[src/hdl/slbb_pkg.sv]
// Shared types and constants of the status LED blink and breathe generator.
package slbb_pkg;

   // Field widths
   localparam int TIME_W    = 32;
   localparam int MS_W      = 16;
   localparam int CHAN_W    = 8;
   localparam int COLOUR_W  = 3 * CHAN_W;
   localparam int CSR_IDX_W = 3;
   localparam int CSR_DAT_W = 24;

   // Serial divider geometry
   localparam int DIV_NUM_W  = 32;
   localparam int DIV_DEN_W  = 16;
   localparam int DIV_QUO_W  = 24;
   localparam int DIV_STEP_W = 6;

   // Effect modes; any other code behaves as steady
   localparam logic [1:0] MODE_BLINK   = 2'd1;
   localparam logic [1:0] MODE_BREATHE = 2'd2;

   // Timing and level constants
   localparam logic [MS_W-1:0]       DEFAULT_PHASE_MS = 16'd250;
   localparam logic [MS_W-1:0]       MIN_BREATHE_MS   = 16'd200;
   localparam logic [CHAN_W-1:0]     BREATHE_FLOOR    = 8'd12;
   localparam logic [CHAN_W-1:0]     LEVEL_MAX        = 8'd255;
   localparam logic [2*CHAN_W:0]     ROUND_BIAS       = 17'd127;
   localparam logic [DIV_STEP_W-1:0] MOD_STEPS        = 6'd32;
   localparam logic [DIV_STEP_W-1:0] RAMP_STEPS       = 6'd24;

   // Configuration register indexes
   typedef enum logic [CSR_IDX_W-1:0] {
      CSR_OUTPUT_ENABLE     = 3'd0,
      CSR_EFFECT_MODE       = 3'd1,
      CSR_BASE_COLOR        = 3'd2,
      CSR_BRIGHTNESS        = 3'd3,
      CSR_BLINK_ON_MS       = 3'd4,
      CSR_BLINK_OFF_MS      = 3'd5,
      CSR_BREATHE_PERIOD_MS = 3'd6
   } csr_index_type;

   // Command to the serial divider
   typedef struct packed {
      logic                  start;
      logic [DIV_STEP_W-1:0] steps;
   } div_cmd_type;

   // Status back from the serial divider
   typedef struct packed {
      logic busy;
      logic done;
   } div_stat_type;

endpackage

[src/hdl/slbb_req_if.sv]
// Request channel: time stamp words with a restart flag.
interface slbb_req_if;
   logic                          valid;
   logic                          ready;
   logic [slbb_pkg::TIME_W-1:0]   now_ms;
   logic                          restart;

   modport source (output valid, output now_ms, output restart, input ready);
   modport sink   (input valid, input now_ms, input restart, output ready);
endinterface

[src/hdl/slbb_rsp_if.sv]
// Response channel: scaled RGB words with a write strobe.
interface slbb_rsp_if;
   logic                          valid;
   logic                          ready;
   logic [slbb_pkg::CHAN_W-1:0]   out_red;
   logic [slbb_pkg::CHAN_W-1:0]   out_green;
   logic [slbb_pkg::CHAN_W-1:0]   out_blue;
   logic                          write_strobe;

   modport source (output valid, output out_red, output out_green, output out_blue,
                   output write_strobe, input ready);
   modport sink   (input valid, input out_red, input out_green, input out_blue,
                   input write_strobe, output ready);
endinterface

[src/hdl/slbb_divider.sv]
// Bit-serial restoring divider: one quotient bit per cycle, dividend left-aligned.
module slbb_divider (
   input  logic                                clock,
   input  logic                                reset,
   input  slbb_pkg::div_cmd_type               cmd,
   input  logic [slbb_pkg::DIV_NUM_W-1:0]      dividend,
   input  logic [slbb_pkg::DIV_DEN_W-1:0]      divisor,
   output slbb_pkg::div_stat_type              stat,
   output logic [slbb_pkg::DIV_QUO_W-1:0]      quotient,
   output logic [slbb_pkg::DIV_DEN_W-1:0]      remainder
);

   logic [slbb_pkg::DIV_NUM_W-1:0]  num_ff;
   logic [slbb_pkg::DIV_QUO_W-1:0]  quo_ff;
   logic [slbb_pkg::DIV_DEN_W-1:0]  rem_ff;
   logic [slbb_pkg::DIV_STEP_W-1:0] cnt_ff;
   logic                            busy_ff;
   logic                            done_ff;
   logic [slbb_pkg::DIV_DEN_W:0]    trial_in;
   logic [slbb_pkg::DIV_DEN_W:0]    diff_in;
   logic                            fits_in;

   // Bring down the next dividend bit and try the subtraction
   always_comb begin
      trial_in = {rem_ff, num_ff[slbb_pkg::DIV_NUM_W-1]};
      diff_in  = trial_in - {1'b0, divisor};
      fits_in  = (trial_in >= {1'b0, divisor});
   end

   // Advance one step a cycle
   always_ff @(posedge clock) begin
      if (reset) begin
         busy_ff <= 1'b0;
         done_ff <= 1'b0;
         cnt_ff  <= '0;
      end else begin
         done_ff <= 1'b0;
         if (cmd.start) begin
            busy_ff <= 1'b1;
            cnt_ff  <= cmd.steps;
         end else if (busy_ff) begin
            cnt_ff <= cnt_ff - 1'b1;
            if (cnt_ff == 1) begin
               busy_ff <= 1'b0;
               done_ff <= 1'b1;
            end
         end
      end
   end

   // Shift the datapath registers
   always_ff @(posedge clock) begin
      if (cmd.start) begin
         num_ff <= dividend;
         quo_ff <= '0;
         rem_ff <= '0;
      end else if (busy_ff) begin
         num_ff <= {num_ff[slbb_pkg::DIV_NUM_W-2:0], 1'b0};
         quo_ff <= {quo_ff[slbb_pkg::DIV_QUO_W-2:0], fits_in};
         rem_ff <= fits_in ? diff_in[slbb_pkg::DIV_DEN_W-1:0]
                           : trial_in[slbb_pkg::DIV_DEN_W-1:0];
      end
   end

   assign stat.busy = busy_ff;
   assign stat.done = done_ff;
   assign quotient  = quo_ff;
   assign remainder = rem_ff;

endmodule

[src/hdl/slbb_scaler.sv]
// Channel scaler: one channel a cycle, (c * level + 127) / 255 by reciprocal.
module slbb_scaler (
   input  logic                               clock,
   input  logic                               reset,
   input  logic                               start,
   input  logic [slbb_pkg::COLOUR_W-1:0]      colour,
   input  logic [slbb_pkg::CHAN_W-1:0]        level,
   output logic                               done,
   output logic [slbb_pkg::CHAN_W-1:0]        red,
   output logic [slbb_pkg::CHAN_W-1:0]        green,
   output logic [slbb_pkg::CHAN_W-1:0]        blue
);

   logic [1:0]                      idx_ff;
   logic                            busy_ff;
   logic                            done_ff;
   logic [slbb_pkg::CHAN_W-1:0]     red_ff;
   logic [slbb_pkg::CHAN_W-1:0]     green_ff;
   logic [slbb_pkg::CHAN_W-1:0]     blue_ff;
   logic [slbb_pkg::CHAN_W-1:0]     chan_in;
   logic [2*slbb_pkg::CHAN_W:0]     biased_in;
   logic [2*slbb_pkg::CHAN_W:0]     recip_in;
   logic [slbb_pkg::CHAN_W-1:0]     scaled_in;

   // Pick the channel and divide by 255 as (x + x/256 + 1) / 256
   always_comb begin
      case (idx_ff)
         2'd0:    chan_in = colour[23:16];
         2'd1:    chan_in = colour[15:8];
         default: chan_in = colour[7:0];
      endcase
      biased_in = 17'(chan_in * level) + slbb_pkg::ROUND_BIAS;
      recip_in  = biased_in + 17'(biased_in[16:8]) + 17'd1;
      scaled_in = recip_in[15:8];
   end

   // Step through red, green, blue
   always_ff @(posedge clock) begin
      if (reset) begin
         busy_ff <= 1'b0;
         done_ff <= 1'b0;
         idx_ff  <= '0;
      end else begin
         done_ff <= 1'b0;
         if (start) begin
            busy_ff <= 1'b1;
            idx_ff  <= '0;
         end else if (busy_ff) begin
            idx_ff <= idx_ff + 1'b1;
            if (idx_ff == 2'd2) begin
               busy_ff <= 1'b0;
               done_ff <= 1'b1;
            end
         end
      end
   end

   // Hold each result
   always_ff @(posedge clock) begin
      if (busy_ff) begin
         case (idx_ff)
            2'd0:    red_ff   <= scaled_in;
            2'd1:    green_ff <= scaled_in;
            default: blue_ff  <= scaled_in;
         endcase
      end
   end

   assign done  = done_ff;
   assign red   = red_ff;
   assign green = green_ff;
   assign blue  = blue_ff;

endmodule

[src/hdl/status_led_blink_breathe_generator.sv]
// Status LED blink and breathe generator: one RGB word per time stamp word.
// Each word passes from the accepting edge through update and scaling to a valid
// word in steady and blink modes, and through the 32-step modulo and 24-step ramp
// division as well in breathe mode. The next word is taken once the current one
// has reached the output register, which may wait.
// Reset (synchronous): configuration registers return to defaults, blink phase on, timers 0.
module status_led_blink_breathe_generator (
   input  logic                                 clock,
   input  logic                                 reset,
   slbb_req_if.sink                             req,
   slbb_rsp_if.source                           rsp,
   input  logic                                 csr_wr_en,
   input  logic [slbb_pkg::CSR_IDX_W-1:0]       csr_index,
   input  logic [slbb_pkg::CSR_DAT_W-1:0]       csr_wr_data
);

   typedef enum logic [2:0] {
      ST_IDLE,
      ST_UPDATE,
      ST_MOD,
      ST_RAMP_MUL,
      ST_RAMP,
      ST_SCALE,
      ST_DONE
   } state_type;

   // Configuration registers
   logic                               enable_ff;
   logic [1:0]                         mode_ff;
   logic [slbb_pkg::COLOUR_W-1:0]      colour_ff;
   logic [slbb_pkg::CHAN_W-1:0]        bright_ff;
   logic [slbb_pkg::MS_W-1:0]          on_ms_ff;
   logic [slbb_pkg::MS_W-1:0]          off_ms_ff;
   logic [slbb_pkg::MS_W-1:0]          period_ff;

   // Effect state
   state_type                          state_ff;
   logic                               phase_on_ff;
   logic [slbb_pkg::TIME_W-1:0]        phase_start_ff;
   logic [slbb_pkg::TIME_W-1:0]        breathe_start_ff;
   logic [slbb_pkg::COLOUR_W-1:0]      last_colour_ff;
   logic                               last_valid_ff;

   // Per-word working registers
   logic [slbb_pkg::TIME_W-1:0]        now_ff;
   logic                               restart_ff;
   logic                               force_ff;
   logic [slbb_pkg::CHAN_W-1:0]        level_ff;
   logic [slbb_pkg::MS_W-1:0]          ramp_ff;
   slbb_pkg::div_cmd_type              div_cmd_ff;
   logic [slbb_pkg::DIV_NUM_W-1:0]     div_num_ff;
   logic [slbb_pkg::DIV_DEN_W-1:0]     div_den_ff;
   logic                               scale_start_ff;

   // Response register
   logic                               rsp_valid_ff;
   logic [slbb_pkg::CHAN_W-1:0]        red_ff;
   logic [slbb_pkg::CHAN_W-1:0]        green_ff;
   logic [slbb_pkg::CHAN_W-1:0]        blue_ff;
   logic                               strobe_ff;

   // Unit links
   slbb_pkg::div_stat_type             div_stat;
   logic [slbb_pkg::DIV_QUO_W-1:0]     div_quo;
   logic [slbb_pkg::DIV_DEN_W-1:0]     div_rem;
   logic                               scale_done;
   logic [slbb_pkg::CHAN_W-1:0]        scale_red;
   logic [slbb_pkg::CHAN_W-1:0]        scale_green;
   logic [slbb_pkg::CHAN_W-1:0]        scale_blue;

   // Combinational values
   logic                               is_blink_in;
   logic                               is_breathe_in;
   logic                               on_in;
   logic [slbb_pkg::TIME_W-1:0]        pstart_in;
   logic [slbb_pkg::TIME_W-1:0]        bstart_in;
   logic                               force_in;
   logic [slbb_pkg::MS_W-1:0]          len_in;
   logic [slbb_pkg::TIME_W-1:0]        elapsed_in;
   logic                               lit_in;
   logic [slbb_pkg::MS_W-1:0]          period_in;
   logic [slbb_pkg::MS_W-2:0]          half_in;
   logic [slbb_pkg::MS_W-1:0]          ramp_in;
   logic [slbb_pkg::CHAN_W-1:0]        span_in;
   logic [slbb_pkg::DIV_QUO_W-1:0]     prod_in;
   logic [slbb_pkg::DIV_QUO_W:0]       lvl_sum_in;
   logic [slbb_pkg::CHAN_W-1:0]        lvl_in;
   logic [slbb_pkg::COLOUR_W-1:0]      colour_in;
   logic                               write_in;
   logic                               rsp_free_in;

   // Take configuration writes
   always_ff @(posedge clock) begin
      if (reset) begin
         enable_ff <= 1'b0;
         mode_ff   <= '0;
         colour_ff <= '0;
         bright_ff <= slbb_pkg::LEVEL_MAX;
         on_ms_ff  <= slbb_pkg::DEFAULT_PHASE_MS;
         off_ms_ff <= slbb_pkg::DEFAULT_PHASE_MS;
         period_ff <= slbb_pkg::MIN_BREATHE_MS;
      end else if (csr_wr_en) begin
         case (slbb_pkg::csr_index_type'(csr_index))
            slbb_pkg::CSR_OUTPUT_ENABLE:     enable_ff <= csr_wr_data[0];
            slbb_pkg::CSR_EFFECT_MODE:       mode_ff   <= csr_wr_data[1:0];
            slbb_pkg::CSR_BASE_COLOR:        colour_ff <= csr_wr_data[23:0];
            slbb_pkg::CSR_BRIGHTNESS:        bright_ff <= csr_wr_data[7:0];
            slbb_pkg::CSR_BLINK_ON_MS:       on_ms_ff  <= csr_wr_data[15:0];
            slbb_pkg::CSR_BLINK_OFF_MS:      off_ms_ff <= csr_wr_data[15:0];
            slbb_pkg::CSR_BREATHE_PERIOD_MS: period_ff <= csr_wr_data[15:0];
            default: ;
         endcase
      end
   end

   // Apply restart, then the steady and blink phase rules
   always_comb begin
      is_blink_in   = (mode_ff == slbb_pkg::MODE_BLINK);
      is_breathe_in = (mode_ff == slbb_pkg::MODE_BREATHE);
      on_in     = restart_ff | phase_on_ff;
      pstart_in = restart_ff ? now_ff : phase_start_ff;
      bstart_in = restart_ff ? now_ff : breathe_start_ff;
      force_in  = restart_ff;
      len_in    = on_in ? on_ms_ff : off_ms_ff;
      if (len_in == '0) begin
         len_in = slbb_pkg::DEFAULT_PHASE_MS;
      end
      elapsed_in = now_ff - pstart_in;
      if (!enable_ff || (!is_blink_in && !is_breathe_in)) begin
         if (!on_in) begin
            on_in     = 1'b1;
            pstart_in = now_ff;
            force_in  = 1'b1;
         end
      end else if (is_blink_in) begin
         if (elapsed_in >= 32'(len_in)) begin
            on_in     = !on_in;
            pstart_in = now_ff;
            force_in  = 1'b1;
         end
      end
      lit_in = enable_ff && (!is_blink_in || on_in);
   end

   // Breathe ramp terms
   always_comb begin
      period_in  = (period_ff < slbb_pkg::MIN_BREATHE_MS) ? slbb_pkg::MIN_BREATHE_MS
                                                          : period_ff;
      half_in    = period_in[slbb_pkg::MS_W-1:1];
      ramp_in    = (div_rem < {1'b0, half_in}) ? div_rem : (period_in - div_rem);
      span_in    = (bright_ff > slbb_pkg::BREATHE_FLOOR) ?
                   (bright_ff - slbb_pkg::BREATHE_FLOOR) : '0;
      prod_in    = 24'(span_in) * 24'(ramp_ff);
      lvl_sum_in = 25'(div_quo) + 25'(slbb_pkg::BREATHE_FLOOR);
      lvl_in     = (lvl_sum_in > 25'(slbb_pkg::LEVEL_MAX)) ? slbb_pkg::LEVEL_MAX
                                                           : lvl_sum_in[7:0];
   end

   // Decide the write
   always_comb begin
      colour_in   = {scale_red, scale_green, scale_blue};
      write_in    = force_ff || !last_valid_ff || (last_colour_ff != colour_in);
      rsp_free_in = !rsp_valid_ff || rsp.ready;
   end

   // Sequence one word through update, divisions in breathe mode, scaling and output
   always_ff @(posedge clock) begin
      if (reset) begin
         state_ff         <= ST_IDLE;
         phase_on_ff      <= 1'b1;
         phase_start_ff   <= '0;
         breathe_start_ff <= '0;
         last_colour_ff   <= '0;
         last_valid_ff    <= 1'b0;
         div_cmd_ff       <= '0;
         scale_start_ff   <= 1'b0;
         rsp_valid_ff     <= 1'b0;
      end else begin
         // Pulse the divider and scaler starts on entry to their wait states
         div_cmd_ff.start <= ((state_ff == ST_UPDATE) && lit_in && is_breathe_in) ||
                             (state_ff == ST_RAMP_MUL);
         scale_start_ff   <= ((state_ff == ST_UPDATE) && !(lit_in && is_breathe_in)) ||
                             ((state_ff == ST_RAMP) && div_stat.done);
         // Load the response register, or drop the word once taken
         if ((state_ff == ST_DONE) && rsp_free_in) begin
            rsp_valid_ff <= 1'b1;
         end else if (rsp_valid_ff && rsp.ready) begin
            rsp_valid_ff <= 1'b0;
         end
         case (state_ff)
            ST_IDLE: begin
               if (req.valid) begin
                  now_ff     <= req.now_ms;
                  restart_ff <= req.restart;
                  state_ff   <= ST_UPDATE;
               end
            end
            ST_UPDATE: begin
               phase_on_ff      <= on_in;
               phase_start_ff   <= pstart_in;
               breathe_start_ff <= bstart_in;
               force_ff         <= force_in;
               if (lit_in && is_breathe_in) begin
                  div_num_ff       <= now_ff - bstart_in;
                  div_den_ff       <= period_in;
                  div_cmd_ff.steps <= slbb_pkg::MOD_STEPS;
                  state_ff         <= ST_MOD;
               end else begin
                  level_ff <= lit_in ? bright_ff : '0;
                  state_ff <= ST_SCALE;
               end
            end
            ST_MOD: begin
               if (div_stat.done) begin
                  ramp_ff  <= ramp_in;
                  state_ff <= ST_RAMP_MUL;
               end
            end
            ST_RAMP_MUL: begin
               div_num_ff       <= {prod_in, 8'h00};
               div_den_ff       <= {1'b0, half_in};
               div_cmd_ff.steps <= slbb_pkg::RAMP_STEPS;
               state_ff         <= ST_RAMP;
            end
            ST_RAMP: begin
               if (div_stat.done) begin
                  level_ff <= lvl_in;
                  state_ff <= ST_SCALE;
               end
            end
            ST_SCALE: begin
               if (scale_done) begin
                  state_ff <= ST_DONE;
               end
            end
            ST_DONE: begin
               if (rsp_free_in) begin
                  red_ff    <= scale_red;
                  green_ff  <= scale_green;
                  blue_ff   <= scale_blue;
                  strobe_ff <= write_in;
                  if (write_in) begin
                     last_colour_ff <= colour_in;
                     last_valid_ff  <= 1'b1;
                  end
                  state_ff <= ST_IDLE;
               end
            end
            default: state_ff <= ST_IDLE;
         endcase
      end
   end

   slbb_divider u_divider (
      .clock     (clock),
      .reset     (reset),
      .cmd       (div_cmd_ff),
      .dividend  (div_num_ff),
      .divisor   (div_den_ff),
      .stat      (div_stat),
      .quotient  (div_quo),
      .remainder (div_rem)
   );

   slbb_scaler u_scaler (
      .clock  (clock),
      .reset  (reset),
      .start  (scale_start_ff),
      .colour (colour_ff),
      .level  (level_ff),
      .done   (scale_done),
      .red    (scale_red),
      .green  (scale_green),
      .blue   (scale_blue)
   );

   // Drive the channels
   assign req.ready        = (state_ff == ST_IDLE);
   assign rsp.valid        = rsp_valid_ff;
   assign rsp.out_red      = red_ff;
   assign rsp.out_green    = green_ff;
   assign rsp.out_blue     = blue_ff;
   assign rsp.write_strobe = strobe_ff;

endmodule

[src/flat_wrapper.sv]
// flat-port wrapper written by rule: the top's interface ports become plain ports
module status_led_blink_breathe_generator_flat 
  (clock, reset, csr_wr_en, csr_index, csr_wr_data, req_valid, req_now_ms, req_restart, req_ready, rsp_valid, rsp_out_red, rsp_out_green, rsp_out_blue, rsp_write_strobe, rsp_ready);
  slbb_req_if req_i ();
  slbb_rsp_if rsp_i ();
  input  logic clock;
  input  logic reset;
  input  logic csr_wr_en;
  input  logic [slbb_pkg::CSR_IDX_W-1:0] csr_index;
  input  logic [slbb_pkg::CSR_DAT_W-1:0] csr_wr_data;
  input wire logic [$bits(req_i.valid)-1:0] req_valid;
  input wire logic [$bits(req_i.now_ms)-1:0] req_now_ms;
  input wire logic [$bits(req_i.restart)-1:0] req_restart;
  output wire logic [$bits(req_i.ready)-1:0] req_ready;
  output wire logic [$bits(rsp_i.valid)-1:0] rsp_valid;
  output wire logic [$bits(rsp_i.out_red)-1:0] rsp_out_red;
  output wire logic [$bits(rsp_i.out_green)-1:0] rsp_out_green;
  output wire logic [$bits(rsp_i.out_blue)-1:0] rsp_out_blue;
  output wire logic [$bits(rsp_i.write_strobe)-1:0] rsp_write_strobe;
  input wire logic [$bits(rsp_i.ready)-1:0] rsp_ready;
  assign req_i.valid = req_valid;
  assign req_i.now_ms = req_now_ms;
  assign req_i.restart = req_restart;
  assign req_ready = req_i.ready;
  assign rsp_valid = rsp_i.valid;
  assign rsp_out_red = rsp_i.out_red;
  assign rsp_out_green = rsp_i.out_green;
  assign rsp_out_blue = rsp_i.out_blue;
  assign rsp_write_strobe = rsp_i.write_strobe;
  assign rsp_i.ready = rsp_ready;
  status_led_blink_breathe_generator u_core (.clock(clock), .reset(reset), .req(req_i), .rsp(rsp_i), .csr_wr_en(csr_wr_en), .csr_index(csr_index), .csr_wr_data(csr_wr_data));
endmodule
[config.mk]
export PLATFORM = sky130hd
export DESIGN_NAME = status_led_blink_breathe_generator_flat
export DESIGN_NICKNAME = d
export VERILOG_FILES = /design/src/hdl/slbb_pkg.sv /design/src/hdl/slbb_req_if.sv /design/src/hdl/slbb_rsp_if.sv /design/src/hdl/slbb_divider.sv /design/src/hdl/slbb_scaler.sv /design/src/hdl/status_led_blink_breathe_generator.sv /design/src/flat_wrapper.sv
export SDC_FILE = /design/constraint.sdc
export NUM_CORES = 2
export LEC_CHECK = 0
export BUFFER_PORTS_ARGS = -buffer_cell sky130_fd_sc_hd__buf_4
export CORE_UTILIZATION = 40
export CTS_CLUSTER_SIZE = 28
export DETAILED_ROUTE_END_ITERATION = 16
export GPL_ROUTABILITY_DRIVEN = 0
export GPL_TIMING_DRIVEN = 0
export SLEW_MARGIN = 20
export SYNTH_ARGS = -nofsm -noshare
export SYNTH_HDL_FRONTEND = slang
export SYNTH_HIERARCHICAL = 1
export SYNTH_SLANG_ARGS = --single-unit
[constraint.sdc]
create_clock -name clock -period 8.64 [get_ports clock]
set_clock_uncertainty 0.15 [all_clocks]
set_input_delay 0.432 -clock clock [delete_from_list [all_inputs] [get_ports clock]]
set_output_delay 0.432 -clock clock [all_outputs]
set_load 0.005 [all_outputs]
Word-level counts from Yosys, hierarchy flattened
Cells that the tools add are included.
{"block": "totals", "register_bits": 424, "output_inout_bits": 27}
{"block": "classes", "n_addsub": 11, "multipliers": 2, "magnitude_cmp": 6, "n_eq_ne": 25, "n_mux": 52, "bitwise_logic": 5, "n_reduce_logical": 54}
{"op": "$mux 32", "count": 9}
{"op": "$mux 16", "count": 6}
{"op": "$pmux 32 s2", "count": 1}
{"op": "$sub 32x32->32", "count": 2}
{"op": "$mux 8", "count": 5}
{"op": "$ge 32x16->1", "count": 1}
{"op": "$pmux 16 s2", "count": 1}
{"op": "$pmux 8 s2", "count": 2}
{"op": "$sub 16x16->16", "count": 2}
{"op": "$add 24x4->25 const B", "count": 1}
{"op": "$gt 25x8->1 const B", "count": 1}
{"op": "$mul 8x16->24", "count": 1}
{"op": "$ne 24x24->1", "count": 1}
{"op": "$reduce_and 2->1", "count": 12}
{"op": "$pmux 3 s7", "count": 1}
{"op": "$eq 3x3->1 const B", "count": 6}
{"op": "$mux 3", "count": 6}
{"op": "$mux 6", "count": 3}
{"op": "$add 16x7->17 const B", "count": 1}
{"op": "$ge 17x16->1", "count": 1}
{"op": "$mux 1", "count": 17}
{"op": "$add 16x1->16 const B", "count": 1}
{"op": "$add 16x9->16", "count": 1}
{"op": "$logic_not 16->1", "count": 1}
{"op": "other kinds (28)", "count": 72}

Longest topological paths before layout
{"block": "logic_depth", "ltp_word": 14, "depth_mapped": 30, "ltp_nobuf": 28}

Cells and area by module
Netlist, hierarchy kept.
{"mod": "status_led_blink_breathe_generator", "n_inst": 1, "cells_per_inst": 2492, "area_each_um2": 22145.0}
{"mod": "slbb_divider", "n_inst": 1, "cells_per_inst": 402, "area_each_um2": 4112.7}
{"mod": "slbb_scaler", "n_inst": 1, "cells_per_inst": 390, "area_each_um2": 3754.9}

Worst setup path after synthesis
OpenSTA, ideal clock, no wires.
{"block": "synth_path", "kind": "reg2reg", "start": "register u_core.u_scaler.idx_ff[0]", "end": "register u_core.u_scaler.blue_ff, in the netlist u_core/u_scaler/blue[4], data pin", "setup_ps": 267, "arrival_time_ps": 6460, "slack_ps": 1763, "path_stages_with_launch": 28, "n_path_buf": 2, "period_less_slack_ps": 6877, "cell_sequence": "dfxtp_1 inv_1 ha_1 clkbuf_1 nor2_2 nand2_1 nand2_1 and2_1 fa_1 fa_1 fa_1 inv_1 fa_1 inv_1 ha_1 buf_1 nor4b_1 nor3_1 xnor2_2 ha_1 a21o_1 a21oi_1 nand3_1 o31a_1 maj3_2 a21o_1 a41oi_2 xnor2_1"}
{"block": "synth_via", "elab_chain_cells": 6}
{"element": "start: declaration", "line": "slbb_scaler.sv:14", "source": "logic [1:0] idx_ff;"}
{"element": "start signal: assignment", "line": "slbb_scaler.sv:49", "source": "idx_ff <= idx_ff + 1'b1;"}
{"element": "$eq 2x1->1 or $logic_not 2->1 (tied branches)", "line": "slbb_scaler.sv:27", "source": "case (idx_ff)"}
{"element": "$pmux 8 s2 *", "line": "slbb_scaler.sv:27"}
{"element": "$mul 8x8->16 *", "line": "slbb_scaler.sv:32", "source": "biased_in = 17'(chan_in * level) + slbb_pkg::ROUND_BIAS;"}
{"element": "$add 16x7->17 *", "line": "slbb_scaler.sv:32"}
{"element": "$add 16x9->16 *", "line": "slbb_scaler.sv:33", "source": "recip_in = biased_in + 17'(biased_in[16:8]) + 17'd1;"}
{"element": "$add 16x1->16 *", "line": "slbb_scaler.sv:33"}
{"element": "net u_core.u_scaler.recip_in (one bit)", "line": "slbb_scaler.sv:22", "source": "logic [2*slbb_pkg::CHAN_W:0] recip_in;"}
{"element": "end signal: assignment", "line": "slbb_scaler.sv:64", "source": "default: blue_ff <= scaled_in;"}
{"element": "end: declaration", "line": "slbb_scaler.sv:19", "source": "logic [slbb_pkg::CHAN_W-1:0] blue_ff;"}
Mark *: on every way through the listed nets, which the timed path passes. The rest lies on a longest branch.
A chain may end at the register's enable or synchronous reset.

Final worst setup path
{"block": "layout_path", "start": "register u_core.u_scaler.idx_ff[0]", "end": "register u_core.u_scaler.green_ff, in the netlist u_core/u_scaler/green[4], data pin"}
{"block": "layout_via", "elab_chain_cells": 6}
{"element": "$eq 2x1->1 or $logic_not 2->1 (tied branches)", "line": "slbb_scaler.sv:27"}
{"element": "$pmux 8 s2 *", "line": "slbb_scaler.sv:27"}
{"element": "$mul 8x8->16 *", "line": "slbb_scaler.sv:32"}
{"element": "$add 16x7->17 *", "line": "slbb_scaler.sv:32"}
{"element": "$add 16x9->16 *", "line": "slbb_scaler.sv:33"}
{"element": "$add 16x1->16 *", "line": "slbb_scaler.sv:33"}
{"element": "net u_core.u_scaler.recip_in (one bit)", "line": "slbb_scaler.sv:22"}
{"element": "end signal: assignment", "line": "slbb_scaler.sv:63", "source": "2'd1: green_ff <= scaled_in;"}
{"element": "end: declaration", "line": "slbb_scaler.sv:18", "source": "logic [slbb_pkg::CHAN_W-1:0] green_ff;"}
Marked as above.

==> summary.md <==
| Metric | Value |
|---|---|
| Core area | `74300 um2` |
| Crit Path Max Fanout | `10` |
| Lkg Pwr | `14.4 nW` |
| Mapped Area | `30000 um2` |
| Largest net degree at the start of global routing | `34` |
| Fraction of layout cells with a size suffix above 1 | `0.0779` |
| First-pass GRT wire length | `129000 um` |
| Crit start category | `register` |
| Post-Syn Area per Cell | `9.14 um2` |
| RSZ-0062 raised after global routing | `no` |
| Max-slew violation count | `0` |
| Wire length per cell | `17.7 um` |
| Status | `finished, final reports clean` |
| Maxcap violations | `0` |
| Worst IR drop on VDD | `0.186 mV` |
| WP data required | `8830 ps` |
| H-Tree Depth | `2` |
| Port Buffers | `91` |
| Drt first pass iters | `6` |
| Kind of end point of the critical path | `register` |
| GR Overflow Total | `0` |
| Die W | `276 um` |
| Critical Path AT | `8070 ps` |
| Vias post-DR | `23900` |
| Critical path class | `reg -> reg` |
| Tmin final | `7890 ps` |
| Worst slew pin tran | `900 ps` |
| Setup TNS | `0 ps` |
| Worst slew margin | `0.400` |
| # IOs | `92` |
| Antenna violations before repair | `0` |
| Average vias per placed instance | `5.31` |
| ANT nets after route | `0` |
| Min-Delay Path Class | `in -> reg` |
| Syn Inst Count | `3283` |
| Max Freq | `127 MHz` |
| Root Driver | `clkbuf_16` |
| Final Cycle Share | `0.913` |
| Remaining DRCs | `0` |
| Clock Sinks | `420` |
| Hold Vio Cnt, Final | `0` |
| Layout area overhead | `13.9%` |
| Clock Latency Late Sink | `610 ps` |
| Cell Count, Final, Fillers Out | `4502` |
| Die height | `276 um` |
| DP HPWL | `61200 um` |
| Rows | `100` |
| NumNets Final | `3909` |
| Worst-path clk slew | `60 ps` |
| CTS buffer count | `49` |
| GRT Total Usage | `0.212` |
| CP peak stage delay | `550 ps` |
| Fillers | `7268` |
| Synth Warn # | `6` |
| CTS tree | `done` |
| Hold_ws | `117 ps` |
| Worst path slowest cell | `fa_1` |
| Die area | `76100 um2` |
| Number of DRC markers in iteration 0 | `1576` |
| Number of global-route vias before repair | `23700` |
| Starting density of the core | `0.404` |
| Clock tree buffer depth | `3` |
| Final setup viols | `0` |
| Power per cell area | `213 nW/um2` |
| Placed cells | `4350` |
| Drt total wl | `79600 um` |
per-stage QoR:
step / instance area (um2) / total power, W / utilization / worst slack (ps)
after detailed placement: 32000 / 0.00517 / 0.430 / 577
after CTS: 34200 / 0.00731 / 0.460 / 559
after global routing: 34200 / 0.00777 / 0.460 / 233
after global placement: 31900 / 0.00516 / 0.429 / 148
after floorplan: 30000 / 0.00451 / - / 1760
final: 34200 / 0.00727 / 0.460 / 754
layout by cell type (no fill, tap or decap), types with 53 or more instances in the layout:
master,n
nand3_1,63
a21oi_1,196
o21ai_0,110
dfxtp_1,233
ha_1,224
xnor2_1,86
mux2i_1,165
nand2_1,461
clkbuf_1,118
dlygate4sd3_1,58
and3_1,54
buf_4,96
nor2_1,256
a211oi_1,57
and2_1,111
inv_1,257
xor2_1,53
edfxtp_1,187
fa_1,130
final timing paths:
kind,startpoint,to,cells past startpoint,slack (ps)
worst min register to register,u_core/phase_start_ff[17]$_SDFFE_PP0N_,u_core/phase_start_ff[17]$_SDFFE_PP0N_,2,300
worst max-delay path,u_core/u_scaler/idx_ff[0]$_SDFFE_PP0P_,u_core/u_scaler/green[4]$_DFFE_PP_,28,750
worst min-delay path,csr_index[0],u_core/enable_ff$_SDFFE_PP0P_,4,120
worst max register to register,u_core/u_scaler/idx_ff[0]$_SDFFE_PP0P_,u_core/u_scaler/green[4]$_DFFE_PP_,28,750
worst max-delay path, delay by kind of cell (launching register included):
kind | cells | cell delay, ps
AOI/OAI and AO/OA | 5 | 1060
and+or+nand+nor | 8 | 1670
xor gates and xnor gates | 2 | 560
buffers and inverters | 5 | 480
DFF | 1 | 380
adders and majority gates | 8 | 3310
per-layer routing:
metal,vias up,track usage,share of wire
li1,11900,-,-
met2,479,0.358,0.47
met1,11500,0.286,0.46
met3,101,0.0233,0.039
met4,0,0.0613,0.026
met5,-,0,0
flip-flops by register name, summed over array words and instances, names as in the netlist, 24 cells and up:
register and cells:
u_core/breathe_start_ff 32, u_core/div_num_ff 32, u_core/now_ff 32, u_core/phase_start_ff 32, u_core/u_divider/num_ff 32, u_core/colour_ff 24
u_core/last_colour_ff 24, u_core/u_divider/quotient 24
cell type report:
cell class	count	area (um2)	share of cell area
antenna	2	5.00	0.000146
buffer	141	588	0.0172
clock buffer	65	1380	0.0403
clock inverter	27	243	0.00710
inverter	258	968	0.0283
multi-input combinational	2466	18200	0.532
sequential	420	10300	0.301
tap	969	1210	0.0355
timing repair buffer	154	1310	0.0383
power breakdown:
| part | switching, W | internal [W] | total [W] |
|---|---|---|---|
| combinational | 0.00159 | 0.00114 | 0.00273 |
| sequential | 0.000165 | 0.00229 | 0.00245 |
| clock | 0.000887 | 0.00119 | 0.00208 |
| total | 0.00264 | 0.00462 | 0.00727 |
what timing repair did:
action                                  4_1_cts  5_1_grt
gates resized for setup                       0        1
endpoints found under the setup margin        0        3
buffers inserted                              0        0
hold buffers                                 58        0
hold endpoints to repair                    115        0
Note: power is estimated with default switching activity, not from simulation.
